--- config.mk ---
export PLATFORM = sky130hd
export DESIGN_NAME = lprt_ram
export DESIGN_NICKNAME = d
export VERILOG_FILES = /design/src/rtl/core/lprt_ram.sv
export SDC_FILE = /design/constraint.sdc
export NUM_CORES = 1
export LEC_CHECK = 0
export CAP_MARGIN = 25
export CORE_MARGIN = 8
export CORE_UTILIZATION = 50
export DETAILED_ROUTE_END_ITERATION = 8
export DONT_BUFFER_PORTS = 1
export GPL_TIMING_DRIVEN = 0
export PLACE_DENSITY_LB_ADDON = 0.3
export SLEW_MARGIN = 20
export SYNTH_ARGS = -nofsm -noshare
export SYNTH_HDL_FRONTEND = slang
export SYNTH_SLANG_ARGS = --single-unit
--- constraint.sdc ---
create_clock -name aclk -period 2 [get_ports aclk]
set_clock_uncertainty 0.2 [all_clocks]
set_input_delay 0.1 -clock aclk [delete_from_list [all_inputs] [get_ports aclk]]
set_output_delay 0.1 -clock aclk [all_outputs]
set_load 0.03 [all_outputs]
--- src/rtl/core/lprt_ram.sv ---
// Generic single-write, single-read RAM with a registered read port.
// Used for the route entry store. No dependencies.
module lprt_ram #(
    parameter int unsigned WIDTH = 8,
    parameter int unsigned DEPTH = 16
) (
    input  logic                     aclk,
    input  logic                     wr_en,
    input  logic [$clog2(DEPTH)-1:0] wr_addr,
    input  logic [WIDTH-1:0]         wr_data,
    input  logic                     rd_en,
    input  logic [$clog2(DEPTH)-1:0] rd_addr,
    output logic [WIDTH-1:0]         rd_data
);

    logic [WIDTH-1:0] mem_reg [DEPTH];
    logic [WIDTH-1:0] rd_data_reg;

    // Write port and registered read port.
    always_ff @(posedge aclk) begin
        if (wr_en) begin
            mem_reg[wr_addr] <= wr_data;
        end
        if (rd_en) begin
            rd_data_reg <= mem_reg[rd_addr];
        end
    end

    assign rd_data = rd_data_reg;

endmodule

# Word level (Yosys, flattened, before mapping)
# Memory sizes are Yosys's and may differ from the RTL's. A register that Yosys moved wholly into a read port is not among the register bits.
# Cells that the tools add are included.
# op_classes
mul,0
n_addsub,0
n_shift,0
reduce_logical,0
n_lt_le_gt_ge,0
div,0
n_mux,2
n_eq_ne,0
n_bitwise,0
# ops
operator,count
1-bit two-way mux,2
# totals
register_bits,0
latchBits,0
mem_bits_rw,128
memories,1
mem_bits_ro,0
# memory_table
name,depth,width,rd,rd_clocked_by_memory_dff,write_ports,line,source
mem_reg,16,8,1,1,1,16,logic [WIDTH-1:0] mem_reg [DEPTH];

# Logic depth before layout (Yosys ltp)
# depth
word_depth,2
ltp_mapped,5

# Worst setup path before layout
# OpenSTA, ideal clock, no wires.
# synth_path
path_kind,input-to-reg
startpoint,input wr_addr[2]
endpoint,"memory mem_reg[0][0], enable pin"
stages,2
path_slack_ns,0.207
t_arrival_ns,1.210
required_ns,1.417
setup_time_ns,0.383
path_cell_list,or3b_2 > nor3_1
# synth_rtl
item,line,source
start: declaration,9,"input logic [$clog2(DEPTH)-1:0] wr_addr,"
end: declaration,16,
# No word-level cell before the write port.

# Worst setup path after layout
# layout_path
startpoint,input wr_addr[2]
endpoint,"memory mem_reg[2][3], enable pin"
# No word-level cell before the write port.

==> qor.csv <==
stage,metric,value,unit
run_status,status,completed,
synth,synth_area_per_cell,22.83,um2
power_and_ir_drop,peakVddDrop,0.4955,mV
sta,setup_slack,68.87,ps
drt,drt-wirelength-per-cell,23.22,um
setup_path,crit_type,in2reg,
placed_design,pre_cts_slack,82.60,ps
setup_path,crit_arrival,1880,ps
finish,final_cell_mix,"edfxtp_1, dlygate4sd3_1, mux4_2",
worst_hold_path,worst_hold_path.endpoint,rd_data[0],
synth,ys_types,18,
setup_path,startpoint_type,input port,
clock_network,clkTransAtPathRegs,60,ps
drt,via_per_inst,5.662,
setup_path,required,1950,ps
sta,tns,0,ps
setup_path,critPathCaptureType,flip-flop,
power_and_ir_drop,p_total,6.791,mW
setup_path,regToRegSetupSlack,250,ps
finish,drive_gt1_share,22.42,%
floorplan,start_util,51.09,%
setup_path,reg2reg_depth,3,
floorplan,die_y,118.3,um
sta,relSlewSlack,42.75,%
clock_network,numCtsBuffers,17,
grt,antenna_found_initial,0,
worst_hold_path,hp-start,rd_addr[2],
finish,fin_nets,287,
finish,syn2layout_area_growth,19.17,%
sta,setup_violations,0,
sta,min_period,1931,ps
drt,num_vias,2361,
synth,syn_inst,229,
placed_design,place_area,0.005418,mm2
worst_hold_path,min_path_type,in2reg,
floorplan,die_width,118.3,um
floorplan,std_cell_rows,37,
drt,wl,9.683,mm
drt,first_pass_iters,5,
synth,ys_seq_elements,136,
clock_network,clock-sinks,136,
clock_network,cts_resized,0,
finish,largest_reg_flops,128,
synth,ys_warn_count,0,
synth,synth_seq_area_share,78.12,%
job,maxCapViolations,0,
finish,layout_commonest_cell,edfxtp_1,
sta,fmax,517.8,MHz
clock_network,clock_latency,520,ps
floorplan,core,0.01023,mm2
worst_hold_path,holdPathStages,3,
synth,syn-num-nets,248,
clock_network,htree_levels,4,
setup_path,rr_startpoint,mem_reg[3][7],
sta,period_share,96.56,%
clock_network,cts_buffer_depth,2,
grt,grt-ovfl-total,0,
setup_path,r2r_end,rd_data[7],
placed_design,place_congestion,0.6771,
clock_network,cts_tree,yes,
placed_design,dp_hpwl,6.124,mm
finish,utilization,60.89,%
sta,worst_slew_pin_slew,855.5,ps
grt,grt_pass1_wl,14.53,mm
grt,grt_max_degree,17,
finish,n_antenna_cell,0,
synth,netlist_area,0.005228,mm2
sta,rsz0062_at_grt,true,
placed_design,io_buffer_count,0,
drt,drtIter0Drc,223,
sta,final-max-slew-violation-count,0,
drt,drc,0,
grt,grt_pass1_vias,2380,
finish,final_area,0.006230,mm2
clock_network,cts_root_buffer,clkbuf_8,
floorplan,dieArea,0.01398,mm2
setup_path,worstPathMaxFanout,8,
clock_network,post_cts_buffers,0,
floorplan,io_pins,27,
power_and_ir_drop,power_density,1090,mW/mm2
grt,grtUsageTotal,14.49,%
power_and_ir_drop,total_leakage_power,2.050,nW
drt,final_antenna_net_count,0,
sta,hold_viol,0,
## cell usage after synthesis, drive strengths merged
| cell type | number | share of area [%] |
|---|---|---|
| a22oi | 16 | 2.3 |
| nor3 | 4 | 0.38 |
| and2b | 1 | 0.14 |
| edfxtp | 136 | 78 |
| nor2b | 1 | 0.12 |
| nand2 | 9 | 0.65 |
| nand3b | 2 | 0.29 |
| and2 | 1 | 0.12 |
| nand3 | 1 | 0.096 |
| mux4 | 32 | 15 |
| or3b | 1 | 0.17 |
| buf | 7 | 1.1 |
| nand2b | 2 | 0.24 |
| clkdlybuf4s25 | 3 | 0.57 |
| nor2 | 13 | 0.93 |
## power by group
group,internal (mW),switching (mW),total (mW)
registers,3.21,0.0433,3.26
logic,0.128,0.166,0.294
clock network,2.13,1.11,3.24
## cell families (layout without fill, tap and decap cells)
| logic type | Yosys count | after routing | synth area share, % |
|---|---|---|---|
| compound gates | 16 | 16 | 2.298 |
| buf+inv | 10 | 62 | 1.651 |
| flops | 136 | 136 | 78.12 |
| simple gates | 35 | 35 | 3.136 |
| mux | 32 | 32 | 14.79 |
## worst max-delay path, stage by stage
cell and delay (ps):
dlygate4sd3_1 570, or3b_2 560, nor2_1 640
## worst max-delay path by stage
| stage | startpoint | to | slack (ps) | depth (start not counted) |
|---|---|---|---|---|
| after detailed placement | wr_addr[2] | mem_reg[3][3] | 80 | 2 |
| after global routing | wr_addr[2] | mem_reg[3][0] | -40 | 3 |
| after global placement | wr_addr[2] | mem_reg[0][0] | -200 | 2 |
| after floorplan | wr_addr[2] | mem_reg[0][0] | 210 | 2 |
| after CTS | wr_addr[2] | mem_reg[3][3] | 40 | 3 |
| final | wr_addr[2] | mem_reg[2][3] | 70 | 3 |
## cell type report
cell class                 count  area (um2)
tap                          136       170.2
fill                         713        4001
clock inverter                15       207.7
clock buffer                  17       414.1
buffer                        10       86.33
sequential                   136        4084
timing repair buffer          20       195.2
multi-input combinational     83        1072
## per-layer routing
metal  vias up  track usage, %  routed length (um)
li1       1061               -                   -
met1      1201           19.01                4342
met2        90           21.31                4605
met3         9           4.712                 549
met4         0           7.446                 186
met5         -               0                   0
## through the flow
step | hold WS, ps | instances
2_1_floorplan | -1.131 | 229
4_1_cts | 20.84 | 417
3_3_place_gp | 0.08171 | 365
5_1_grt | 28.10 | 417
3_5_place_dp | -0.03218 | 366
6_report | 22.72 | 417
## repair_timing
action | 4_1_cts | 5_1_grt
hold buffers | 19 | 1
endpoints found under the setup margin | 0 | 21
endpoints found under the hold margin | 267 | 8
Power figures use the tool's default switching activity.
