<file path="config.mk">
export PLATFORM = sky130hd
export DESIGN_NAME = lprt_front
export DESIGN_NICKNAME = d
export VERILOG_FILES = /design/src/rtl/core/lprt_pkg.sv /design/src/rtl/core/lprt_front.sv
export SDC_FILE = /design/constraint.sdc
export NUM_CORES = 1
export LEC_CHECK = 0
export ABC_AREA = 1
export BUFFER_PORTS_ARGS = -buffer_cell sky130_fd_sc_hd__buf_2
export CORE_MARGIN = 2
export CORE_UTILIZATION = 52
export DETAILED_ROUTE_END_ITERATION = 10
export PLACE_DENSITY = 0.8
export SETUP_SLACK_MARGIN = 0.15
export SYNTH_ARGS = -nofsm -noshare
export SYNTH_HDL_FRONTEND = slang
export SYNTH_SLANG_ARGS = --single-unit
</file>
<file path="constraint.sdc">
create_clock -name aclk -period 8.59 [get_ports aclk]
set_input_delay 1.718 -clock aclk [delete_from_list [all_inputs] [get_ports aclk]]
set_output_delay 1.718 -clock aclk [all_outputs]
set_load 0.03 [all_outputs]
</file>
<file path="src/rtl/core/lprt_pkg.sv">
// Shared types and constants for the longest-prefix route table.
// Holds the request and status codes, the queued command and the table entry
// layout, and the mask helper. No dependencies.
package lprt_pkg;

    // Field widths of the stream payloads.
    localparam int unsigned ADDR_W      = 32;
    localparam int unsigned LEN_W       = 6;
    localparam int unsigned REQ_W       = 2;
    localparam int unsigned STATUS_W    = 2;
    localparam int unsigned S_TDATA_W   = 136;
    localparam int unsigned M_TDATA_W   = 72;

    // Bit offsets of the request fields inside s_tdata.
    localparam int unsigned S_PREFIX_LSB = 0;
    localparam int unsigned S_LEN_LSB    = 32;
    localparam int unsigned S_GW_LSB     = 38;
    localparam int unsigned S_IF_LSB     = 70;
    localparam int unsigned S_LOOKUP_LSB = 102;

    // Longest prefix a route can have; longer lengths saturate to it.
    localparam logic [LEN_W-1:0] MAX_LEN = 6'd32;

    // Depth of the command queue between front and back.
    localparam int unsigned QUEUE_DEPTH = 2;

    // Request codes as they arrive on s_tuser.
    typedef enum logic [REQ_W-1:0] {
        REQ_INSERT = 2'd0,
        REQ_LOOKUP = 2'd1,
        REQ_CLEAR  = 2'd2
    } req_e_t;

    // Result status codes as they leave on m_tuser.
    typedef enum logic [STATUS_W-1:0] {
        ST_OK      = 2'd0,
        ST_FULL    = 2'd1,
        ST_NOMATCH = 2'd2
    } status_e_t;

    // Operation decoded by the front part.
    typedef enum logic [1:0] {
        OP_INSERT,
        OP_LOOKUP,
        OP_CLEAR,
        OP_NOP
    } op_e_t;

    // Back-end sequencer states.
    typedef enum logic [1:0] {
        BS_IDLE,
        BS_SCAN,
        BS_EMIT
    } back_state_e_t;

    // Command handed from the front part to the back part. The key is the
    // route prefix for an insert and the destination for a lookup.
    typedef struct packed {
        op_e_t             op;
        logic [ADDR_W-1:0] key;
        logic [LEN_W-1:0]  length;
        logic [ADDR_W-1:0] gateway;
        logic [ADDR_W-1:0] intf;
    } cmd_t;

    // One stored route.
    typedef struct packed {
        logic [ADDR_W-1:0] prefix;
        logic [LEN_W-1:0]  length;
        logic [ADDR_W-1:0] gateway;
        logic [ADDR_W-1:0] intf;
    } entry_t;

    localparam int unsigned ENTRY_W = $bits(entry_t);

    // MSB-first network mask for a saturated prefix length.
    function automatic logic [ADDR_W-1:0] len_mask(input logic [LEN_W-1:0] len);
        logic [ADDR_W-1:0] mask;
        if (len >= MAX_LEN) begin
            mask = '1;
        end else begin
            mask = ~({ADDR_W{1'b1}} >> len);
        end
        return mask;
    endfunction

endpackage

</file>
<file path="src/rtl/core/lprt_front.sv">
// Front part of the route table: accepts request transfers, decodes them into
// commands and holds them in a short queue for the back part.
// Depends on lprt_pkg.
module lprt_front (
    input  logic                           aclk,
    input  logic                           aresetn,
    input  logic                           s_tvalid,
    output logic                           s_tready,
    // route_prefix, prefix_length, gateway_addr, out_interface, lookup_addr
    input  logic [lprt_pkg::S_TDATA_W-1:0] s_tdata,
    // req_type
    input  logic [lprt_pkg::REQ_W-1:0]     s_tuser,
    output logic                           cmd_valid,
    input  logic                           cmd_pop,
    output lprt_pkg::cmd_t                 cmd
);

    import lprt_pkg::*;

    localparam int unsigned PTR_W  = $clog2(QUEUE_DEPTH);
    localparam int unsigned FILL_W = $clog2(QUEUE_DEPTH + 1);

    cmd_t              in_cmd;
    logic [LEN_W-1:0]  raw_len;
    logic              push;
    cmd_t              slot_reg [QUEUE_DEPTH];
    logic [PTR_W-1:0]  wr_ptr_reg, wr_ptr_next;
    logic [PTR_W-1:0]  rd_ptr_reg, rd_ptr_next;
    logic [FILL_W-1:0] fill_reg, fill_next;

    // Decode the request kind and pick the key that the back part compares.
    always_comb begin
        raw_len        = s_tdata[S_LEN_LSB +: LEN_W];
        in_cmd.length  = (raw_len > MAX_LEN) ? MAX_LEN : raw_len;
        in_cmd.gateway = s_tdata[S_GW_LSB +: ADDR_W];
        in_cmd.intf    = s_tdata[S_IF_LSB +: ADDR_W];
        in_cmd.key     = s_tdata[S_PREFIX_LSB +: ADDR_W];
        in_cmd.op      = OP_NOP;
        unique case (s_tuser)
            REQ_INSERT: begin
                in_cmd.op = OP_INSERT;
            end
            REQ_LOOKUP: begin
                in_cmd.op  = OP_LOOKUP;
                in_cmd.key = s_tdata[S_LOOKUP_LSB +: ADDR_W];
            end
            REQ_CLEAR: begin
                in_cmd.op = OP_CLEAR;
            end
            default: begin
                in_cmd.op = OP_NOP;
            end
        endcase
    end

    // Queue bookkeeping.
    assign s_tready  = (fill_reg != FILL_W'(QUEUE_DEPTH));
    assign push      = s_tvalid & s_tready;
    assign cmd_valid = (fill_reg != '0);
    assign cmd       = slot_reg[rd_ptr_reg];

    always_comb begin
        wr_ptr_next = push ? wr_ptr_reg + PTR_W'(1) : wr_ptr_reg;
        rd_ptr_next = cmd_pop ? rd_ptr_reg + PTR_W'(1) : rd_ptr_reg;
        fill_next   = fill_reg;
        if (push && !cmd_pop) begin
            fill_next = fill_reg + FILL_W'(1);
        end else if (!push && cmd_pop) begin
            fill_next = fill_reg - FILL_W'(1);
        end
    end

    // Queue pointers and fill level.
    always_ff @(posedge aclk) begin
        if (!aresetn) begin
            wr_ptr_reg <= '0;
            rd_ptr_reg <= '0;
            fill_reg   <= '0;
        end else begin
            wr_ptr_reg <= wr_ptr_next;
            rd_ptr_reg <= rd_ptr_next;
            fill_reg   <= fill_next;
        end
    end

    // Queue storage.
    always_ff @(posedge aclk) begin
        if (push) begin
            slot_reg[wr_ptr_reg] <= in_cmd;
        end
    end

endmodule

</file>
---- After elaboration in Yosys (flattened, before gate mapping) ----
Memories as Yosys holds them, arrays and structs flattened. A register that Yosys moved wholly into a read port is not among the register bits.
Index checks and enable logic that the tools add are counted.
operators by class
  add/subtract/negate cells ............... 4
  $lt $le $gt $ge ......................... 1
  equal/unequal tests ..................... 3
  muxes and demuxes ....................... 9
  bitwise operators ....................... 1
  reduce and logical (&&, ||, !) cells .... 7
operator list
  cell                 count
  $mux 32              1
  $gt 6x6->1 const B   1
  $mux 6               1
  $pmux 2 s3           1
  $mux 1               4
  $mux 2               2
  $reduce_bool 2->1    2
  $add 1x1->1 const B  2
  $add 2x1->2 const B  1
  $eq 2x1->1 const B   1
  $eq 2x2->1 const B   1
  $logic_and 1x1->1    2
  $logic_not 1->1      2
  $logic_not 2->1      1
  $ne 2x2->1 const B   1
  $sub 2x1->2 const B  1
  $and 1x1->1          1
storage, ports and cells
  register bits after elaboration ......... 4
  RAM bits ................................ 208
  memories ................................ 1
memories
  memory    words  width  rd ports  clocked after Yosys merged registers in  wr ports  line              text
  slot_reg  2      104    1         1                                        1         lprt_front.sv:26  cmd_t slot_reg [QUEUE_DEPTH];

---- Longest topological paths before layout ----
  depth after elaboration ................. 6
  mapped depth ............................ 11
  mapped depth without buffers ............ 11

---- Least setup slack after synthesis ----
No wires, ideal clock.
  path type ............................... input port to flip-flop
  start point ............................. in s_tvalid
  end point ............................... mem slot_reg[0][0] (netlist name) (enable)
  library setup time ...................... 0.568 ns
  arrival ................................. 6.150 ns
  required time ........................... 8.022 ns
  setup slack ............................. 1.872 ns
  stages .................................. 2
  buffers on the path ..................... 0
  cell sequence ........................... nand2_1 nor2_1
on the way
  cells in the longest elaborated chain, start to end .. 3
RTL lines
  what                          line              text
  start, declared               lprt_front.sv:7   input logic s_tvalid,
  $and 1x1->1                   lprt_front.sv:58  assign push = s_tvalid & s_tready;
  $mux 1                        lprt_front.sv:88  if (push) begin
  $mux 1 (implied by the code)  lprt_front.sv:89  slot_reg[wr_ptr_reg] <= in_cmd;
  end, declared                 lprt_front.sv:26
No other way between the ends.

==> run metrics <==
Critical Path AT 2.85 ns; Seq cells post-synth 213; final setup fails 0; FP Rows 46; clk root buf clkbuf_16; Max Transition Viols Final 0; Syn Area/Cell 17.68 µm²; Setup TNS Final 0 ns; met2 usage roughly a third; Mapped Area 0.008502 mm²; outcome finished, final reports clean; nets around 870; Initial Util ~53%; Slowest-stage cell, CP dfxtp_4; initial antenna violation count 0; Rel. slew slack slightly below 30%; Synth area leaders edfxtp_1, mux2_4, mux2_2, nand2_1, nand3_1; Setup Buffers After CTS 0; RSZ-0062 raised after global routing false; Setup crit end kind primary output; busiest grt layer met2; total power approximately 2.6 mW; overflow left after global routing 0; Switching Share 25.33%; layout cells sized above 1 51.55%; core area between 0.015 and 0.02 mm²; area grow syn2layout 24.05%; final hold violation count 0; Vias slightly below 5k; CTS tree yes; Worst path max stage delay roughly 0.91 ns; CTS-repair resized insts 0; Die H 131.9 µm; drt wl/cell roughly 17 µm; Tightest Hold Check Type flop to flop; Setup CP Type flop to primary output; Final Skew 0.01055 ns; clock power share about 34%; critical-path cell list buf_4 > mux2_2 > buf_2; Crit Path Max Fanout 57; grt met3 use 4.575%; CP Launch Type flop; Vias/cell between 5 and 6; largest area contributor in the netlist edfxtp_1; Clock Latency Late Sink around 0.48 ns; top-level port count 248; Reg power frac between 40 and 50%; CTS H-tree lvls 1; Routed Antenna Nets 0; r2r setup slk 5.86 ns; worst endpoint required time 6.87 ns; residual DRC count 0; Synth top area share about three quarters; DP Area roughly 0.0099 mm²; Synth cell types 18; cells after synthesis around 480; WP buf/inv 2; max_cap viols 0; Worst-Margin Slew between 1 and 1.5 ns; part of the Yosys area used for sequential elements 74.64%; Gate power share approximately 16%; Num CTS Buffers 22; GP Congestion around 0.76; worst-case clock buffer depth 3; hpwl dp 10960 µm; Max Fclk 0.2189 GHz; Ys Warns 0; Die X about 130 µm; DRT iter0 DRCs ~260; Leak ~4.3 nW; CTS Hold Bufs 0; max reg flops approximately 210; period utilisation layout ~53%; Initial DRT Pass Iterations 5; clk sink count 213; peak supply drop about 0.00015 V; Final Critical Period 4.569 ns; met1 GRT Util between 20% and 30%; largest net degree at the start of global routing 78; Top delay family on crit path buffers and inverters; Worst-path clk slew 0.06 ns; routed wire length approximately 17000 µm; ANT cells 0; die area roughly 0.017 mm²; syn nets around 620; Filler cells 1106; total global-route track usage between 10% and 20%; I/O Buffers 245; Pwr Density approximately 240 mW/mm²; Int Power 1.915 mW; wire length of the first global-routing pass 25660 µm; design area ~0.011 mm²; vias in the first global route just over 5k; sw power roughly 0.65 mW
-- cells by family after synthesis --
family,after synthesis,synth area share [%]
DFF,213,74.64
and+or+nand+nor,121,5.872
muxes,104,16.42
buffers and inverters,36,2.472
AOI/OAI and AO/OA,6,0.4414
adders and majority gates,1,0.1471
-- final timing paths --
| kind | from | endpoint | cells after the start |
|---|---|---|---|
| min reg2reg | rd_ptr_reg$_SDFFE_PN0P_ | flop | 2 |
| max | flop | cmd[0] | 3 |
| min | rd_ptr_reg$_SDFFE_PN0P_ | flop | 2 |
| max reg2reg | fill_reg[0]$_SDFFE_PN0P_ | slot_reg[1][83]$_DFFE_PP_ | 5 |
-- cells in the final DEF (no fill, tap or decap), types with 7 or more instances in the layout --
cell type / instances
buf_2: 245
clkbuf_1: 7
clkbuf_16: 23
edfxtp_1: 208
inv_1: 11
mux2_2: 44
mux2_4: 60
nand2_1: 74
nand3_1: 34
nor2_1: 10
-- final cells by class --
type	instances	area (µm²)	share of cell area, %
clock buffers	30	601.8	5.706
clock inverters	8	66.31	0.6288
inverters	11	41.29	0.3915
multi-input cells	232	1961	18.59
flip-flops and latches	213	6350	60.21
well taps	216	270.3	2.563
repair buffers	249	1256	11.91
-- layer usage --
layer	wire length (µm)	up-vias
li1	-	2288
met3	1139	36
met5	0	-
met1	6255	2363
met2	8759	211
met4	425	0
-- through the flow --
stage | instances | utilization [%] | setup slack (ns) | hold WS [ns]
2_1_floorplan | 481 | - | 1.872 | 0.4635
3_3_place_gp | 921 | 61.96 | 4.510 | 0.4756
3_5_place_dp | 921 | 61.96 | 4.481 | 0.5238
4_1_cts | 959 | 66.15 | 3.952 | 0.5413
5_1_grt | 959 | 66.15 | 3.861 | 0.5589
6_report | 959 | 66.15 | 4.021 | 0.5396
-- power groups by stage --
stage / combinational, mW / clock (mW) / sequential, mW
2_1_floorplan: 0.299 / 0 / 1.29
3_3_place_gp: 0.404 / 0 / 1.29
3_5_place_dp: 0.414 / 0 / 1.30
4_1_cts: 0.416 / 0.902 / 1.28
5_1_grt: 0.436 / 0.943 / 1.28
6_report: 0.411 / 0.878 / 1.28
-- worst reg2reg max path, cell delays in order, from the launching register on --
cell and delay [ns]:
dfxtp_1 0.33, inv_1 0.09, nand2_1 0.09, nand2_1 0.17, nor2_4 0.67, buf_4 0.92
-- Yosys cell counts --
| master | number |
|---|---|
| a21boi_0 | 3 |
| a21oi_1 | 1 |
| buf_1 | 3 |
| buf_2 | 9 |
| buf_6 | 7 |
| buf_8 | 1 |
| clkbuf_1 | 5 |
| dfxtp_1 | 5 |
| edfxtp_1 | 208 |
| ha_1 | 1 |
| inv_1 | 11 |
| mux2_2 | 44 |
| mux2_4 | 60 |
| nand2_1 | 74 |
| nand3_1 | 34 |
| nand4_1 | 1 |
| nor2_1 | 12 |
| o21ai_0 | 2 |
(Power assumes the default switching activity.)
