===== src/rtl/core/lprt_pkg.sv =====
// Shared types and constants for the longest-prefix route table.
// Holds the request and status codes, the queued command and the table entry
// layout, and the mask helper. No dependencies.
package lprt_pkg;

    // Field widths of the stream payloads.
    localparam int unsigned ADDR_W      = 32;
    localparam int unsigned LEN_W       = 6;
    localparam int unsigned REQ_W       = 2;
    localparam int unsigned STATUS_W    = 2;
    localparam int unsigned S_TDATA_W   = 136;
    localparam int unsigned M_TDATA_W   = 72;

    // Bit offsets of the request fields inside s_tdata.
    localparam int unsigned S_PREFIX_LSB = 0;
    localparam int unsigned S_LEN_LSB    = 32;
    localparam int unsigned S_GW_LSB     = 38;
    localparam int unsigned S_IF_LSB     = 70;
    localparam int unsigned S_LOOKUP_LSB = 102;

    // Longest prefix a route can have; longer lengths saturate to it.
    localparam logic [LEN_W-1:0] MAX_LEN = 6'd32;

    // Depth of the command queue between front and back.
    localparam int unsigned QUEUE_DEPTH = 2;

    // Request codes as they arrive on s_tuser.
    typedef enum logic [REQ_W-1:0] {
        REQ_INSERT = 2'd0,
        REQ_LOOKUP = 2'd1,
        REQ_CLEAR  = 2'd2
    } req_e_t;

    // Result status codes as they leave on m_tuser.
    typedef enum logic [STATUS_W-1:0] {
        ST_OK      = 2'd0,
        ST_FULL    = 2'd1,
        ST_NOMATCH = 2'd2
    } status_e_t;

    // Operation decoded by the front part.
    typedef enum logic [1:0] {
        OP_INSERT,
        OP_LOOKUP,
        OP_CLEAR,
        OP_NOP
    } op_e_t;

    // Back-end sequencer states.
    typedef enum logic [1:0] {
        BS_IDLE,
        BS_SCAN,
        BS_EMIT
    } back_state_e_t;

    // Command handed from the front part to the back part. The key is the
    // route prefix for an insert and the destination for a lookup.
    typedef struct packed {
        op_e_t             op;
        logic [ADDR_W-1:0] key;
        logic [LEN_W-1:0]  length;
        logic [ADDR_W-1:0] gateway;
        logic [ADDR_W-1:0] intf;
    } cmd_t;

    // One stored route.
    typedef struct packed {
        logic [ADDR_W-1:0] prefix;
        logic [LEN_W-1:0]  length;
        logic [ADDR_W-1:0] gateway;
        logic [ADDR_W-1:0] intf;
    } entry_t;

    localparam int unsigned ENTRY_W = $bits(entry_t);

    // MSB-first network mask for a saturated prefix length.
    function automatic logic [ADDR_W-1:0] len_mask(input logic [LEN_W-1:0] len);
        logic [ADDR_W-1:0] mask;
        if (len >= MAX_LEN) begin
            mask = '1;
        end else begin
            mask = ~({ADDR_W{1'b1}} >> len);
        end
        return mask;
    endfunction

endpackage


===== src/rtl/core/lprt_back.sv =====
// Back part of the route table: executes queued commands against the entry
// store, scans it for lookups and drives the result register.
// Depends on lprt_pkg.
module lprt_back #(
    parameter int unsigned TABLE_ENTRIES = 64
) (
    input  logic                                aclk,
    input  logic                                aresetn,
    input  logic                                cmd_valid,
    output logic                                cmd_pop,
    input  lprt_pkg::cmd_t                      cmd,
    output logic                                ram_wr_en,
    output logic [$clog2(TABLE_ENTRIES)-1:0]    ram_wr_addr,
    output logic [lprt_pkg::ENTRY_W-1:0]        ram_wr_data,
    output logic                                ram_rd_en,
    output logic [$clog2(TABLE_ENTRIES)-1:0]    ram_rd_addr,
    input  logic [lprt_pkg::ENTRY_W-1:0]        ram_rd_data,
    output logic                                m_tvalid,
    input  logic                                m_tready,
    // match_found, match_length, match_gateway, match_interface
    output logic [lprt_pkg::M_TDATA_W-1:0]      m_tdata,
    // status
    output logic [lprt_pkg::STATUS_W-1:0]       m_tuser
);

    import lprt_pkg::*;

    localparam int unsigned IDX_W = $clog2(TABLE_ENTRIES);
    localparam int unsigned CNT_W = $clog2(TABLE_ENTRIES + 1);

    back_state_e_t          state_reg, state_next;
    logic [CNT_W-1:0]       count_reg, count_next;
    logic [CNT_W-1:0]       issue_reg, issue_next;
    logic [ADDR_W-1:0]      key_reg, key_next;
    logic                   found_reg, found_next;
    logic [LEN_W-1:0]       len_reg, len_next;
    logic [ADDR_W-1:0]      gw_reg, gw_next;
    logic [ADDR_W-1:0]      if_reg, if_next;
    status_e_t              status_reg, status_next;
    logic                   m_tvalid_reg, m_tvalid_next;
    logic [M_TDATA_W-1:0]   m_tdata_reg, m_tdata_next;
    logic [STATUS_W-1:0]    m_tuser_reg, m_tuser_next;

    entry_t                 rd_entry;
    entry_t                 wr_entry;
    logic                   hit;
    logic                   take;

    // Compare the entry read last cycle against the lookup key.
    always_comb begin
        rd_entry = entry_t'(ram_rd_data);
        hit      = ((rd_entry.prefix ^ key_reg) & len_mask(rd_entry.length)) == '0;
        take     = hit && (!found_reg || (rd_entry.length >= len_reg));
    end

    // New entry built from an insert command.
    always_comb begin
        wr_entry.prefix  = cmd.key;
        wr_entry.length  = cmd.length;
        wr_entry.gateway = cmd.gateway;
        wr_entry.intf    = cmd.intf;
    end

    assign ram_wr_data = ENTRY_W'(wr_entry);
    assign ram_wr_addr = count_reg[IDX_W-1:0];

    // Sequencer: next state, store accesses and result building.
    always_comb begin
        state_next    = state_reg;
        count_next    = count_reg;
        issue_next    = issue_reg;
        key_next      = key_reg;
        found_next    = found_reg;
        len_next      = len_reg;
        gw_next       = gw_reg;
        if_next       = if_reg;
        status_next   = status_reg;
        m_tvalid_next = m_tvalid_reg & ~m_tready;
        m_tdata_next  = m_tdata_reg;
        m_tuser_next  = m_tuser_reg;
        cmd_pop       = 1'b0;
        ram_wr_en     = 1'b0;
        ram_rd_en     = 1'b0;
        ram_rd_addr   = issue_reg[IDX_W-1:0];

        unique case (state_reg)
            BS_IDLE: begin
                if (cmd_valid) begin
                    cmd_pop     = 1'b1;
                    found_next  = 1'b0;
                    len_next    = '0;
                    gw_next     = '0;
                    if_next     = '0;
                    status_next = ST_OK;
                    state_next  = BS_EMIT;
                    unique case (cmd.op)
                        OP_INSERT: begin
                            if (count_reg == CNT_W'(TABLE_ENTRIES)) begin
                                status_next = ST_FULL;
                            end else begin
                                ram_wr_en  = 1'b1;
                                count_next = count_reg + CNT_W'(1);
                            end
                        end
                        OP_LOOKUP: begin
                            key_next = cmd.key;
                            if (count_reg == '0) begin
                                status_next = ST_NOMATCH;
                            end else begin
                                ram_rd_en   = 1'b1;
                                ram_rd_addr = '0;
                                issue_next  = CNT_W'(1);
                                state_next  = BS_SCAN;
                            end
                        end
                        OP_CLEAR: begin
                            count_next = '0;
                        end
                        default: begin
                        end
                    endcase
                end
            end
            BS_SCAN: begin
                // Newer entries come later, so a tie in length replaces the best.
                if (take) begin
                    found_next = 1'b1;
                    len_next   = rd_entry.length;
                    gw_next    = rd_entry.gateway;
                    if_next    = rd_entry.intf;
                end
                if (issue_reg == count_reg) begin
                    status_next = (take || found_reg) ? ST_OK : ST_NOMATCH;
                    state_next  = BS_EMIT;
                end else begin
                    ram_rd_en  = 1'b1;
                    issue_next = issue_reg + CNT_W'(1);
                end
            end
            BS_EMIT: begin
                if (!m_tvalid_reg || m_tready) begin
                    m_tvalid_next = 1'b1;
                    m_tdata_next  = {1'b0, if_reg, gw_reg, len_reg, found_reg};
                    m_tuser_next  = status_reg;
                    state_next    = BS_IDLE;
                end
            end
            default: begin
                state_next = BS_IDLE;
            end
        endcase
    end

    // Control state.
    always_ff @(posedge aclk) begin
        if (!aresetn) begin
            state_reg    <= BS_IDLE;
            count_reg    <= '0;
            m_tvalid_reg <= 1'b0;
        end else begin
            state_reg    <= state_next;
            count_reg    <= count_next;
            m_tvalid_reg <= m_tvalid_next;
        end
    end

    // Scan position, best match and result payload.
    always_ff @(posedge aclk) begin
        issue_reg   <= issue_next;
        key_reg     <= key_next;
        found_reg   <= found_next;
        len_reg     <= len_next;
        gw_reg      <= gw_next;
        if_reg      <= if_next;
        status_reg  <= status_next;
        m_tdata_reg <= m_tdata_next;
        m_tuser_reg <= m_tuser_next;
    end

    assign m_tvalid = m_tvalid_reg;
    assign m_tdata  = m_tdata_reg;
    assign m_tuser  = m_tuser_reg;

endmodule


===== config.mk =====
export PLATFORM = sky130hd
export DESIGN_NAME = lprt_back
export DESIGN_NICKNAME = d
export VERILOG_FILES = /design/src/rtl/core/lprt_pkg.sv /design/src/rtl/core/lprt_back.sv
export SDC_FILE = /design/constraint.sdc
export NUM_CORES = 1
export LEC_CHECK = 0
export BUFFER_PORTS_ARGS = -buffer_cell sky130_fd_sc_hd__buf_4
export CORE_AREA = 2 2 154 156
export DETAILED_ROUTE_END_ITERATION = 8
export DIE_AREA = 0 0 156 158
export GPL_ROUTABILITY_DRIVEN = 0
export GPL_TIMING_DRIVEN = 0
export PLACE_DENSITY = 0.66
export SLEW_MARGIN = 10
export SYNTH_ARGS = -nofsm -noshare
export SYNTH_HDL_FRONTEND = slang
export SYNTH_SLANG_ARGS = --single-unit
export TNS_END_PERCENT = 20

===== constraint.sdc =====
create_clock -name aclk -period 17.8 [get_ports aclk]
set_input_delay 5.34 -clock aclk [delete_from_list [all_inputs] [get_ports aclk]]
set_output_delay 5.34 -clock aclk [all_outputs]
set_load 0.02 [all_outputs]

Word-level counts from Yosys, hierarchy flattened
Cells that the tools add are included.
W data, S select, Z words.
- add/subtract/negate cells: 2
- divide/modulo/power cells: 0
- order comparisons: 2
- $mul: 0
- reductions and logical operators: 19
- equality and inequality tests: 14
- shift operators: 1
- mux-type cells: 49
- bitwise operators: 5
- operators with widths (cell ; number):
    $mux W32 ; 4
    $pmux W32 S2 ; 2
    $mux W6 ; 6
    $mux W7 ; 5
    $and A32 B32 Y32 ; 1
    $logic_not A32 Y1 ; 1
    $not A32 Y32 ; 1
    $shr A32 B6 Y32 const A ; 1
    $xor A32 B32 Y32 ; 1
    $pmux W7 S2 ; 2
    $mux W2 ; 9
    $mux W1 ; 15
    $add A7 B1 Y7 const B ; 2
    $ne A2 B2 Y1 const B ; 7
    $pmux W6 S2 ; 1
    $reduce_and A3 Y1 ; 4
    $pmux W2 S2 ; 2
    $eq A7 B7 Y1 ; 1
    $eq A7 B7 Y1 const B ; 1
    $logic_not A7 Y1 ; 1
    $ge A6 B6 Y1 ; 1
    $ge A6 B6 Y1 const B ; 1
    $pmux W2 S3 ; 1
    $reduce_and A5 Y1 ; 1
    other kinds (13) ; 21
- output and inout port bits: 192
- memory bits (read-only): 0
- bits in writable memories: 0
- memories kept: 0
- bits in latches: 0
- flip-flop bits (word level): 195

Logic depth before layout (Yosys ltp)
Gate-level depths: netlist of run 1.
- depth after elaboration: 10
- mapped depth: 9

Least setup slack after synthesis of run 1
Ideal clock, no wire load.
- path type: input to output
- from: input cmd[103] in the netlist's numbering
- to: output ram_rd_en
- stages: 5
- data arrival time: 7856 ps
- required time: 12460 ps
- setup slack: 4604 ps
- cells stage by stage: inv_1 nand2_1 nor2_1 o21ai_0 o21ai_0
- word-level cells in the longest chain between the ends: 4
- ends and longest elaborated chain (item ; RTL line ; RTL):
    from (decl) ; lprt_back.sv:11 ; input lprt_pkg::cmd_t cmd,
    $eq A2 B1 Y1 ; lprt_back.sv:96 ; unique case (cmd.op)
    $mux W1 ; lprt_back.sv:96 ;
    $mux W1 ; lprt_back.sv:88 ; if (cmd_valid) begin
    $pmux W1 S2 ; lprt_back.sv:86 ; unique case (state_reg)
    to (decl) ; lprt_back.sv:15 ; output logic ram_rd_en,
No other way between the ends.

Worst setup path after layout of run 1
- from: input cmd[103] in the netlist's numbering
- to: output ram_rd_addr[5]
- word-level cells in the longest chain between the ends: 4
- ends and longest elaborated chain (item ; RTL line ; RTL):
    $eq A2 B1 Y1 ; lprt_back.sv:96 ;
    $mux W6 ; lprt_back.sv:96 ;
    $mux W6 ; lprt_back.sv:88 ;
    $mux W6 ; lprt_back.sv:86 ;
    to (decl) ; lprt_back.sv:16 ; output logic [$clog2(TABLE_ENTRIES)-1:0] ram_rd_addr,
No other way between the ends.

==> flow_results.org, run 1 <==
** Route
- The pre-antenna-repair detailed-routing pass consisted of 4 iterations.
- In the detailed route, the total length drawn on met3 is 1400 um.
- Final routed wire length divided by cell count :: 15.7 um
- DRC Markers :: 0
- The detailed router finished its first iteration with 351 violations.
- Via count :: 5,622
- After detailed routing, the total wire length is 19,700 um.
- The detailed router put a total of 7800 um of wire on met1.
- Summed over all nets, wire length on met2 after detailed routing comes to 10,300 um.
- Uppermost signal routing layer after detailed routing :: met4
- After detailed routing, the number of vias per cell comes to 4.47.
- Once detail routing completed, the nets flagged for antenna violations numbered 0.

** Place
- Input and output buffers added on the ports amount to 329.
- Counting tap cells, the placed design contains a total of 1,226 instances.
- The HPWL after detailed placement is 15,400 um.

** Logic synthesis
- When the netlist entered floorplanning its net count stood at 822.
- Synthesized instance count :: 603
- Register area share after synthesis :: 67.9%
- Counting instances in the post-synthesis netlist gives the leading cell types as sky130_fd_sc_hd__edfxtp_1 (185), sky130_fd_sc_hd__buf_4 (110), sky130_fd_sc_hd__and2_1 (72), sky130_fd_sc_hd__xnor2_1 (37), sky130_fd_sc_hd__nor2_1 (27).
- Total of flip-flops plus latches after synthesis :: 195
- In this run, distinct cell masters in the synthesized netlist total 48.
- Post-synth EDFFs :: 185
- Number of warning messages in the yosys log :: 0
- Commonest register cell after synthesis :: sky130_fd_sc_hd__edfxtp_1
- Summed over its instances, the top area cell type makes up 65.6% of the synthesized netlist area.
- In the synthesized netlist the async set-or-reset flop fraction comes to 0%.
- Top area cells in the synthesized netlist :: sky130_fd_sc_hd__edfxtp_1 (66%), sky130_fd_sc_hd__buf_4 (9.7%), sky130_fd_sc_hd__and2_1 (5.3%)
- Each instance of the synthesized netlist takes up on average 14.1 um2.
- The largest total area in the synthesized netlist belongs to sky130_fd_sc_hd__edfxtp_1.
- After synthesis the cells add up to 0.00847 mm2.
- Among all cell types in the netlist, the one instantiated most often is sky130_fd_sc_hd__edfxtp_1.

** Critical path
- Type of element capturing the critical path :: output port
- By instance count, the cell type seen most on the critical path is sky130_fd_sc_hd__buf_4.
- WS Path Type :: in2out
- STA puts the critical path data arrival time at 6.67 ns.
- Crit path max fanout :: 8
- STA puts the critical path data required time at 12.46 ns.
- Cell-by-cell trace of the critical path :: buf_4, inv_1, nand2_1, nor2_4, o21ai_0, and2_1, buf_4
- Library cell contributing the largest single delay on the critical path :: sky130_fd_sc_hd__o21ai_0
- Critical Path Max Stage Delay :: 0.31 ns
- The worst setup path is launched from an input pin.

** Cells and area
- Flip-flop count of the largest register after layout :: 71
- In the final design database the tool counted 1,174 nets.
- Cells with a size suffix above 1 make up 50.4% of the layout.
- Ant diodes :: 0
- Synthesis-to-layout area growth :: 42.2%
- For this run, the number of standard cells in the final layout without fillers is 1,258.

** Run
- Across the run, the number of max-cap violations was 0.

** Clocking
- Clock-pin slew was measured on the worst setup and hold paths at 0.08 ns.
- CTS Hold Bufs :: 0
- Clock root buffer :: sky130_fd_sc_hd__clkbuf_16
- Buffers inserted during post-CTS setup optimization :: 0
- Clock Sink Count :: 195
- Clock tree from TritonCTS :: done
- Htree depth :: 4
- Clock latency on the worst-skew pair :: 0.43 ns
- Buffers inserted during clock tree synthesis total 17.
- In this run, post-CTS repair resized a total of 0 instances.
- The longest clock path from root to sink contains 2 buffers.

** Power and ir drop
- Max IR drop VDD :: 0.0546 mV
- For this design the static power due to leakage is 5.07 nW.
- Power density normalized to cell area :: 89.4 mW/mm2

** Timing
- At the pin with the least slew margin, the transition time is 0.971 ns.
- Count of final max-slew check failures :: 0
- Setup violations remaining at the end of the flow were counted as 0.
- In the finished design, the share of the clock period the worst path needs comes to 67.5%.
- Timing-limited maximum frequency :: 83.3 MHz
- Setup total negative slack on the finished layout was measured at 0 ns.
- Max-slew headroom at the worst pin :: 34.6%
- Final min period :: 12.01 ns
- Final-report hold violation count :: 0
- Setup repair after global routing missed its margin :: no
- Setup clock skew after layout :: 0.0137 ns

** Floorplan
- The die is 156 um wide.
- Top-level I/O count :: 402
- Die Height :: 158 um
- For this configuration, the core starts out at a cell density of 36.8%.
- Area of the placeable core :: 0.0231 mm2
- The die covers 0.0246 mm2.
- Row count :: 56

** Global route
- Antenna violations before repair :: 0
- The first global-routing pass estimated 29,100 um of wire.
- The via count of the first global-routing pass was 5,424.
- Maximum number of pins on one net before global-route repair :: 49
- Global routing consumed, over all layers together, 15.4% of the routing resources.
- After global routing the overflow that remains totals 0.

** Worst hold path
- In this run the worst hold path is classified as reg2reg.

** Run status
- Result of the run :: complete, no violations
==> kinds of logic after synthesis <==
group	after synthesis	synth area share [%]
flops	195	67.9
simple gates	153	10.2
compound gates	59	4.49
buf+inv	139	11.2
other cells	1	0.0443
fa+ha+maj	9	1.33
xor+xnor	47	4.86
==> cells in the final DEF (no fill, tap or decap), drive strengths merged, types with 9 or more instances in the layout <==
cell type  count
a21oi         19
and2          72
buf          447
clkbuf        25
dfxtp         10
edfxtp       185
ha             9
inv           25
nand2         19
nor2          27
o21ai         12
xnor2         37
xor2          10
==> worst max-delay path: cells and delay by family <==
kind	cells	cell delay (ns)
simple gates	3	0.64
buf+inv	3	0.37
compound gates	1	0.31
==> layout make-up <==
class                   count  area, um2
plain buffers             122        882
clock buffers              17        425
clock inverters            15        218
fillers                  2024      11000
inverters                  17       63.8
multi-input cells         269       1800
flip-flops and latches    195       5760
well taps                 290        363
repair buffers            333       2550
==> path summary, 6_finish.rpt <==
path                    start        endpoint  slack (ns)  depth (start not counted)
setup reg to reg  key_reg[29]      gw_reg[22]       14.39                          8
hold / removal     if_reg[27]     m_tdata[66]        0.42                          0
setup / recovery     cmd[103]  ram_rd_addr[5]        5.79                          7
hold reg to reg    if_reg[27]     m_tdata[66]        0.42                          0
==> power by group <==
| group | internal [mW] | switching [mW] | total (mW) |
|---|---|---|---|
| Clock | 0.209 | 0.198 | 0.406 |
| Combinational | 0.0716 | 0.0703 | 0.142 |
| Sequential | 0.524 | 0.00592 | 0.530 |
==> metrics by stage <==
stage          hold WS (ns)  total power [mW]  worst slack [ns]  instance area (um2)  util (%)
2_1_floorplan         0.400             0.615              4.60                 8470         -
3_3_place_gp          0.400             0.683              2.55                11300      49.0
3_5_place_dp          0.405             0.684              5.81                11400      49.5
4_1_cts               0.420              1.09              5.80                12100      52.3
5_1_grt               0.424              1.12              5.69                12100      52.3
6_report              0.420              1.08              5.79                12100      52.3
==> per-layer routing <==
| layer | vias to the layer above | GRT usage, % |
|---|---|---|
| met4 | 0 | 4.54 |
| met5 | - | 0 |
| met2 | 225 | 26.8 |
| li1 | 2736 | - |
| met3 | 18 | 3.59 |
| met1 | 2643 | 19.2 |
Note: power is estimated with default switching activity, not from simulation.
==> run 2, diff against run 1 <==
- ABC_AREA: default -> 1
- CORE_AREA: 2 2 154 156 -> 2 2 155 157
- DIE_AREA: 0 0 156 158 -> 0 0 157 159
- PLACE_DENSITY: 0.66 -> 0.69
- clock period: 17.8 -> 10.2 ns (I/O delays scaled with it)
==> run 2 against run 1 <==
Net effect:
- total power increased by 73%
- core utilization increased by 1.3 points
- cell count increased by 15%
- non-clock buffer count unchanged
- register-to-register slack got worse by 6.4 ns
- first-iteration DRC count decreased by 13%
- hold slack got worse by 0.0098 ns
- critical endpoint is now ram_rd_en
==> flow_results.org, run 2 <==
** Timing
- Max-slew headroom at the worst pin :: 57.8% (was 34.6%)
- The final-report max-slew violation count is 0 (unchanged).
- Setup repair after global routing missed its margin :: no (unchanged)
- Setup clock skew after layout :: 0.0159 ns (was 0.0137 ns)
- Share of the clock period used by the worst path :: 73.2%
- Subtracting the final worst setup slack from the clock period gives 7.47 ns.
- The total count of hold-check failures in the final report is 0 (unchanged).
- Fin Setup TNS :: 0 ns (unchanged)
- Final setup violation count :: 0 (unchanged)
- Timing-limited maximum frequency :: 134 MHz
- The transition time at the pin with the least slew margin was 0.633 ns (was 0.971 ns).

** Cells and area
- The final antenna diode count came to 0 (unchanged).
- Nets@finish :: 1,338 (was 1,174)
- Synthesis-to-layout area growth :: 41.1% (was 42.2%)
- The fraction of layout cells with a size suffix above 1 came to 44.7% (was 50.4%).
- Post-route core utilization :: 53.6% (was 52.3%)
- Number of cells in the finished layout apart from fillers :: 1,451 (was 1,258)
- Most common cell after layout, fill and taps aside :: sky130_fd_sc_hd__buf_4 (unchanged)
- Top library cells by usage in the layout, fill and taps aside: sky130_fd_sc_hd__buf_4 (440), sky130_fd_sc_hd__edfxtp_1 (185), sky130_fd_sc_hd__nor2_1 (118), sky130_fd_sc_hd__inv_1 (109), sky130_fd_sc_hd__nand2_1 (86) (was sky130_fd_sc_hd__buf_4 (439), sky130_fd_sc_hd__edfxtp_1 (185), sky130_fd_sc_hd__and2_1 (72), sky130_fd_sc_hd__xnor2_1 (37), sky130_fd_sc_hd__nor2_1 (26)).
- Post-Layout Inst Area :: 0.0124 mm2 (was 0.0121 mm2)
- Flip-flop count of the largest register after layout :: 71 (unchanged)

** Route
- The via-per-instance ratio is 4.25 (was 4.47).
- DRC Markers :: 0 (unchanged)
- Via count :: 6,172 (was 5,622)
- The mean routed wirelength per cell is 14.5 um (was 15.7 um).
- Final routed wirelength across all metal layers :: 21,000 um (was 19,700 um)
- Antenna violation net count after detailed routing :: 0 (unchanged)
- DRC violation total after the first TritonRoute iteration :: 305 (was 351)
- Number of detailed-route iterations in the first pass :: 4 (unchanged)

** Global route
- Via count of the first global-routing pass :: 6,103 (was 5,424)
- The overflow left after global routing was 0 (unchanged).
- Antenna violations before repair :: 0 (unchanged)
- Global-route wire length before repair :: 31,800 um (was 29,100 um)
- The largest net degree at the start of global routing is 65 (was 49).
- The overall routing resource usage came to 16.4% (was 15.4%).

** Logic synthesis
- Area leader, netlist :: sky130_fd_sc_hd__edfxtp_1 (unchanged)
- The number of distinct standard cells referenced by the synthesized netlist came to 38 (was 48).
- The commonest register cell after synthesis is sky130_fd_sc_hd__edfxtp_1 (unchanged).
- Async set or reset register ratio after synthesis :: 0% (unchanged)
- Top area cells in the synthesized netlist: sky130_fd_sc_hd__edfxtp_1 (63%), sky130_fd_sc_hd__buf_4 (9.4%), sky130_fd_sc_hd__nor2_1 (5.1%) (was sky130_fd_sc_hd__edfxtp_1 (66%), sky130_fd_sc_hd__buf_4 (9.7%), sky130_fd_sc_hd__and2_1 (5.3%)).
- Synth cell count leaders: sky130_fd_sc_hd__edfxtp_1 (185), sky130_fd_sc_hd__nor2_1 (120), sky130_fd_sc_hd__buf_4 (110), sky130_fd_sc_hd__inv_1 (109), sky130_fd_sc_hd__nand2_1 (87) (was sky130_fd_sc_hd__edfxtp_1 (185), sky130_fd_sc_hd__buf_4 (110), sky130_fd_sc_hd__and2_1 (72), sky130_fd_sc_hd__xnor2_1 (37), sky130_fd_sc_hd__nor2_1 (27)).
- The gate count of the mapped netlist is 765 (was 603).
- The most common cell in the netlist is sky130_fd_sc_hd__edfxtp_1 (unchanged).
- Cell Area, Synth :: 0.00881 mm2 (was 0.00847 mm2)
- The number of flops mapped to enable cells by yosys was 185 (unchanged).
- Number of warning messages in the yosys log :: 0 (unchanged)
- Register area share after synthesis :: 65.3% (was 67.9%)
- Average instance area after synthesis :: 11.5 um2 (was 14.1 um2)
- The flop and latch count out of synthesis came to 195 (unchanged).
- The synthesized netlist net count was 984 (was 822).
- Area share of the leading cell type in the synthesized netlist :: 63.0% (was 65.6%)

** Place
- Count of buffers from port buffering :: 330 (was 329)
- Post-detailed-placement half-perimeter wirelength :: 16,400 um (was 15,400 um)
- The count of placed standard cells including taps is 1,419 (was 1,226).
- The total cell area at the placement stage was 0.0118 mm2 (was 0.0114 mm2).

** Critical path
- The kind of end point of the critical path is an output port (unchanged).
- The kind of start point of the critical path was an input pin (unchanged).
- The critical path class is in2out (unchanged).
- The highest net fanout along the worst path is 7 (was 8).
- The required time of the worst setup path is 7.14 ns (was 12.46 ns).
- Startpoint of the most critical register-to-register path :: len_reg[5] (was key_reg[29])
- Start point of the critical path :: cmd[102] (was cmd[103])
- Critical Path AT :: 4.41 ns (was 6.67 ns)

** Power and ir drop
- The leakage power of the design was 5.71 nW (was 5.07 nW).
- Post-layout power :: 1.87 mW (was 1.08 mW)
- The peak supply drop came to 0.0914 mV (was 0.0546 mV).
- Power density normalized to cell area :: 150 mW/mm2 (was 89.4 mW/mm2)

** Clocking
- Clk slew on worst S/H paths :: 0.09 ns (was 0.08 ns)
- Clock root buffer :: sky130_fd_sc_hd__clkbuf_16 (unchanged)
- The number of instances resized during post-cts repair came to 0 (unchanged).
- The number of buffers between clock root and the deepest sink was 2 (unchanged).
- The number of hold-repair buffers added at the cts stage is 0 (unchanged).
- The clock sink total was 195 (unchanged).
- Htree depth :: 4 (unchanged)
- The clock insertion delay at the later pin of the skew report is 0.43 ns (about the same).
- Buffers inserted during post-CTS setup optimization :: 0 (unchanged)
- CTS Buf Count :: 17 (unchanged)
- The CTS tree was done (unchanged).

** Floorplan
- Row count :: 56 (unchanged)
- The number of ports placed on the die boundary came to 402 (unchanged).
- Die Height :: 159 um (was 158 um)
- The total core area is 0.0232 mm2 (was 0.0231 mm2).
- Total die area :: 0.0250 mm2 (was 0.0246 mm2)
- Starting utilization of the core area :: 38.0% (was 36.8%)
- The die width was 157 um (was 156 um).

** Worst hold path
- The class of the most critical hold timing path is reg2reg (unchanged).
- Startpoint of the worst hold path :: if_reg[24] (was if_reg[27])

** Run
- The max-cap violation count was 0 (unchanged).

** Run status
- Result of the run: complete, no violations (unchanged).
## run 2: critical path, cell delays in order
cell and delay, ns:
sky130_fd_sc_hd__buf_4 0.08, sky130_fd_sc_hd__inv_1 0.07, sky130_fd_sc_hd__nor2_1 0.19, sky130_fd_sc_hd__inv_1 0.14, sky130_fd_sc_hd__nor3_2 0.45, sky130_fd_sc_hd__nor2_1 0.17
sky130_fd_sc_hd__inv_1 0.09, sky130_fd_sc_hd__buf_4 0.14
## run 2: cells by family (layout without fill, tap and decap cells)
group | after synthesis | in the layout | share of synthesized area (%)
adder cells (fa/ha/maj) | 9 | 9 | 1.28
buffers and inverters | 232 | 599 | 14.9
AND/OR/NAND/NOR | 250 | 250 | 12.2
AO/OA/AOI/OAI | 39 | 39 | 2.38
XOR/XNOR | 39 | 39 | 3.88
other | 1 | 1 | 0.0425
flip-flops | 195 | 195 | 65.3
## run 2: per-stage QoR
| step | hold slack [ns] | worst slack [ns] |
|---|---|---|
| global placement | 0.400 | 1.79 |
| global route | 0.420 | 2.62 |
| finish | 0.410 | 2.73 |
| CTS | 0.415 | 2.74 |
| detailed placement | 0.405 | 2.75 |
| floorplan | 0.400 | 3.22 |
## run 2: worst paths after layout
check | to | slack, ns | depth (start not counted)
hold reg to reg | m_tdata[63] | 0.41 | 0
setup / recovery | ram_rd_en | 2.73 | 8
hold / removal | m_tdata[63] | 0.41 | 0
setup reg to reg | gw_reg[1] | 8.00 | 8
## run 2: power by group
part	total, mW	internal (mW)	switching [mW]
clock	0.677	0.334	0.343
combinational	0.265	0.129	0.136
sequential	0.927	0.915	0.0112
## run 2: area by class of cell
cell class / count / area [um2]
multi-input combinational: 338 / 1770
sequential: 195 / 5760
buffer: 120 / 892
fill: 2008 / 10800
timing repair buffer: 335 / 2600
clock buffer: 17 / 425
tap: 319 / 399
inverter: 112 / 423
clock inverter: 15 / 176
## run 2: per-layer routing
layer / share of wire [%] / vias up / GRT usage [%]
li1: - / 3080 / -
met1: 40 / 2827 / 19.7
met2: 51 / 248 / 28.9
met3: 8.0 / 17 / 4.35
met4: 1.1 / 0 / 4.67
met5: 0 / - / 0
==> run 3, diff against run 2 <==
- CORE_AREA: 2 2 155 157 -> 2 2 158 160
- DIE_AREA: 0 0 157 159 -> 0 0 160 162
- PLACE_DENSITY: 0.69 -> default
- clock period: 10.2 -> 7.73 ns (I/O delays scaled with it)
==> run 3 against run 2 <==
Net effect:
- clock skew is 0.00064 ns higher
- cell count is 0.21% higher
- combinational power is 31% higher
- register-to-register slack worse by 2.6 ns
- flip-flop and latch count stayed put
- hold slack better by 0.0082 ns
- die area is 3.8% higher
- critical endpoint unchanged
- first-iteration DRC count is 8.9% higher
==> flow_results.org, run 3 (same netlist as run 2, synthesis figures left out) <==
** Run status
- Result of the run: complete, no violations (unchanged).

** Critical path
- The number of cells on the worst reg-to-reg path came to 8 (unchanged).
- The highest net fanout along the worst path came to 7 (unchanged).
- Critical Path AT :: 3.57 ns (was 4.41 ns)
- The critical path class is in2out (unchanged).
- Type of element capturing the critical path :: output port (unchanged)
- Nature of the critical path startpoint :: input pin (unchanged)
- The required time of the worst setup path is 5.41 ns (was 7.14 ns).

** Route
- Final routed wirelength across all metal layers :: 21,100 um (was 21,000 um)
- The via-per-instance ratio was 4.22 (was 4.25).
- The via count came to 6,143 (was 6,172).
- The first-iteration detailed-routing DRC count came to 332 (was 305).
- Final routed wire length divided by cell count :: 14.5 um (about the same)
- DRC Markers :: 0 (unchanged)
- Antenna violation net count after detailed routing :: 0 (unchanged)
- The number of detailed-route iterations in the first pass was 5 (was 4).

** Timing
- Timing-limited maximum frequency :: 170 MHz
- Fin Setup TNS :: 0 ns (unchanged)
- Share of the clock period used by the worst path :: 76.2%
- The number of endpoints failing setup at the final stage came to 0 (unchanged).
- Setup repair after global routing missed its margin: no (unchanged).
- The transition time at the pin with the least slew margin is 0.640 ns (was 0.633 ns).
- The worst hold margin came to 0.419 ns (was 0.410 ns).
- The worst-case headroom to the max-slew limit came to 57.3% (was 57.8%).
- The worst clock skew was 0.0165 ns (was 0.0159 ns).
- Final-report hold violation count :: 0 (unchanged)
- Subtracting the final worst setup slack from the clock period gives 5.89 ns.
- Count of final max-slew check failures :: 0 (unchanged)

** Floorplan
- Top-level I/O count :: 402 (unchanged)
- Starting utilization of the core area :: 36.6% (was 38.0%)
- Die Height :: 162 um (was 159 um)
- The number of placement rows came to 57 (was 56).
- The die width is 160 um (was 157 um).
- The area of the die is 0.0259 mm2 (was 0.0250 mm2).
- Area of the placeable core :: 0.0241 mm2 (was 0.0232 mm2)

** Place
- Cell area reported after detailed placement :: 0.0118 mm2 (about the same)
- The detailed placer's ending HPWL was 16,600 um (was 16,400 um).
- Number of cells after detailed placement :: 1,423 (was 1,419)
- Count of buffers from port buffering :: 330 (unchanged)

** Cells and area
- The most frequent standard cell in the layout excluding fill and tap cells is sky130_fd_sc_hd__buf_4 (unchanged).
- Nets@finish :: 1,337 (was 1,338)
- Layout cells sized above 1 :: 44.7% (about the same)
- The area growth from synthesis to layout is 40.8% (was 41.1%).
- Top library cells by usage in the layout, fill and taps aside :: sky130_fd_sc_hd__buf_4 (440), sky130_fd_sc_hd__edfxtp_1 (185), sky130_fd_sc_hd__nor2_1 (118), sky130_fd_sc_hd__inv_1 (109), sky130_fd_sc_hd__nand2_1 (86) (unchanged)
- The utilization after layout came to 51.5% (was 53.6%).
- Ant diodes :: 0 (unchanged)
- The final design instance area without fill was 0.0124 mm2 (about the same).
- The flip-flop count of the largest register, all copies and words added is 71 (unchanged).
- The final instance count without filler cells was 1,454 (was 1,451).

** Worst hold path
- Hold path cells :: 0 (unchanged)
- HP Class :: reg2reg (unchanged)

** Power and ir drop
- The power density normalized to cell area was 198 mW/mm2 (was 150 mW/mm2).
- Leakage dissipation :: 5.69 nW (was 5.71 nW)
- The peak supply drop was 0.106 mV (was 0.0914 mV).

** Clocking
- Clock root buffer :: sky130_fd_sc_hd__clkbuf_16 (unchanged)
- Clock Path Buffers :: 2 (unchanged)
- Htree depth :: 4 (unchanged)
- Gates resized, CTS repair :: 0 (unchanged)
- Clock Sink Count :: 195 (unchanged)
- The setup fix buffers added after clock tree synthesis is 0 (unchanged).
- Clock latency on the worst-skew pair :: 0.43 ns (about the same)
- CTS Buf Count :: 17 (unchanged)
- CTS Hold Bufs :: 0 (unchanged)
- The clock edge transition at the registers on the reported setup and hold paths was 0.08 ns (was 0.09 ns).
- Clock tree from TritonCTS :: done (unchanged)

** Global route
- Via count of the first global-routing pass :: 5,860 (was 6,103)
- Antenna violations before repair :: 0 (unchanged)
- Global routing usage on met3 :: 4.16% (was 4.35%)
- Total global routing track utilization :: 15.8% (was 16.4%)
- The most congested layer reported by global routing was met2 (unchanged).
- Remaining Overflow, GRT :: 0 (unchanged)
- Maximum number of pins on one net before global-route repair :: 47 (was 65)
- The global routing met2 resource utilization is 26.7% (was 28.9%).
- Met1 usage in global routing :: 20.3% (was 19.7%)
- Global-route wire length before repair :: 31,700 um (was 31,800 um)

** Run
- Max-capacitance violation count :: 0 (unchanged)
run 3: metal layers:
metal	vias up	share of wire [%]
met1	2823	42
li1	3079	-
met2	233	50
met5	-	0
met4	0	0.55
met3	8	7.6
run 3: cell type report:
type                            count  area [um2]
Fill cell                        2183       11700
Sequential cell                   195        5760
Timing Repair Buffer              334        2560
Multi-Input combinational cell    338        1770
Buffer                            120         892
Clock buffer                       17         425
Inverter                          112         423
Tap cell                          324         405
Clock inverter                     14         175
run 3: final timing paths:
| path | startpoint | to | slack (ns) |
|---|---|---|---|
| worst max-delay path | cmd[102] | ram_rd_en | 1.84 |
| worst min-delay path | gw_reg[18] | m_tdata[25] | 0.42 |
| worst max register to register | len_reg[5] | if_reg[27] | 5.45 |
| worst min register to register | gw_reg[18] | m_tdata[25] | 0.42 |
run 3: power by group:
| group | leakage (nW) | switching (mW) | internal [mW] |
|---|---|---|---|
| Sequential | 1.86 | 0.0146 | 1.21 |
| Combinational | 3.54 | 0.178 | 0.168 |
| Clock | 0.292 | 0.451 | 0.442 |
| Total | 5.69 | 0.644 | 1.82 |
run 3: critical path, stage by stage:
cell and delay (ns):
sky130_fd_sc_hd__buf_4 0.08, sky130_fd_sc_hd__inv_1 0.07, sky130_fd_sc_hd__nor2_1 0.15, sky130_fd_sc_hd__inv_1 0.12, sky130_fd_sc_hd__nor3_2 0.44, sky130_fd_sc_hd__nor2_1 0.16, sky130_fd_sc_hd__inv_1 0.08, sky130_fd_sc_hd__buf_4 0.14
run 3: stage by stage:
step                power, mW  setup slack, ns
floorplan                1.43             1.78
global placement         1.59           0.0838
detailed placement       1.60             1.81
CTS                      2.49             1.80
global route             2.56             1.70
finish                   2.46             1.84
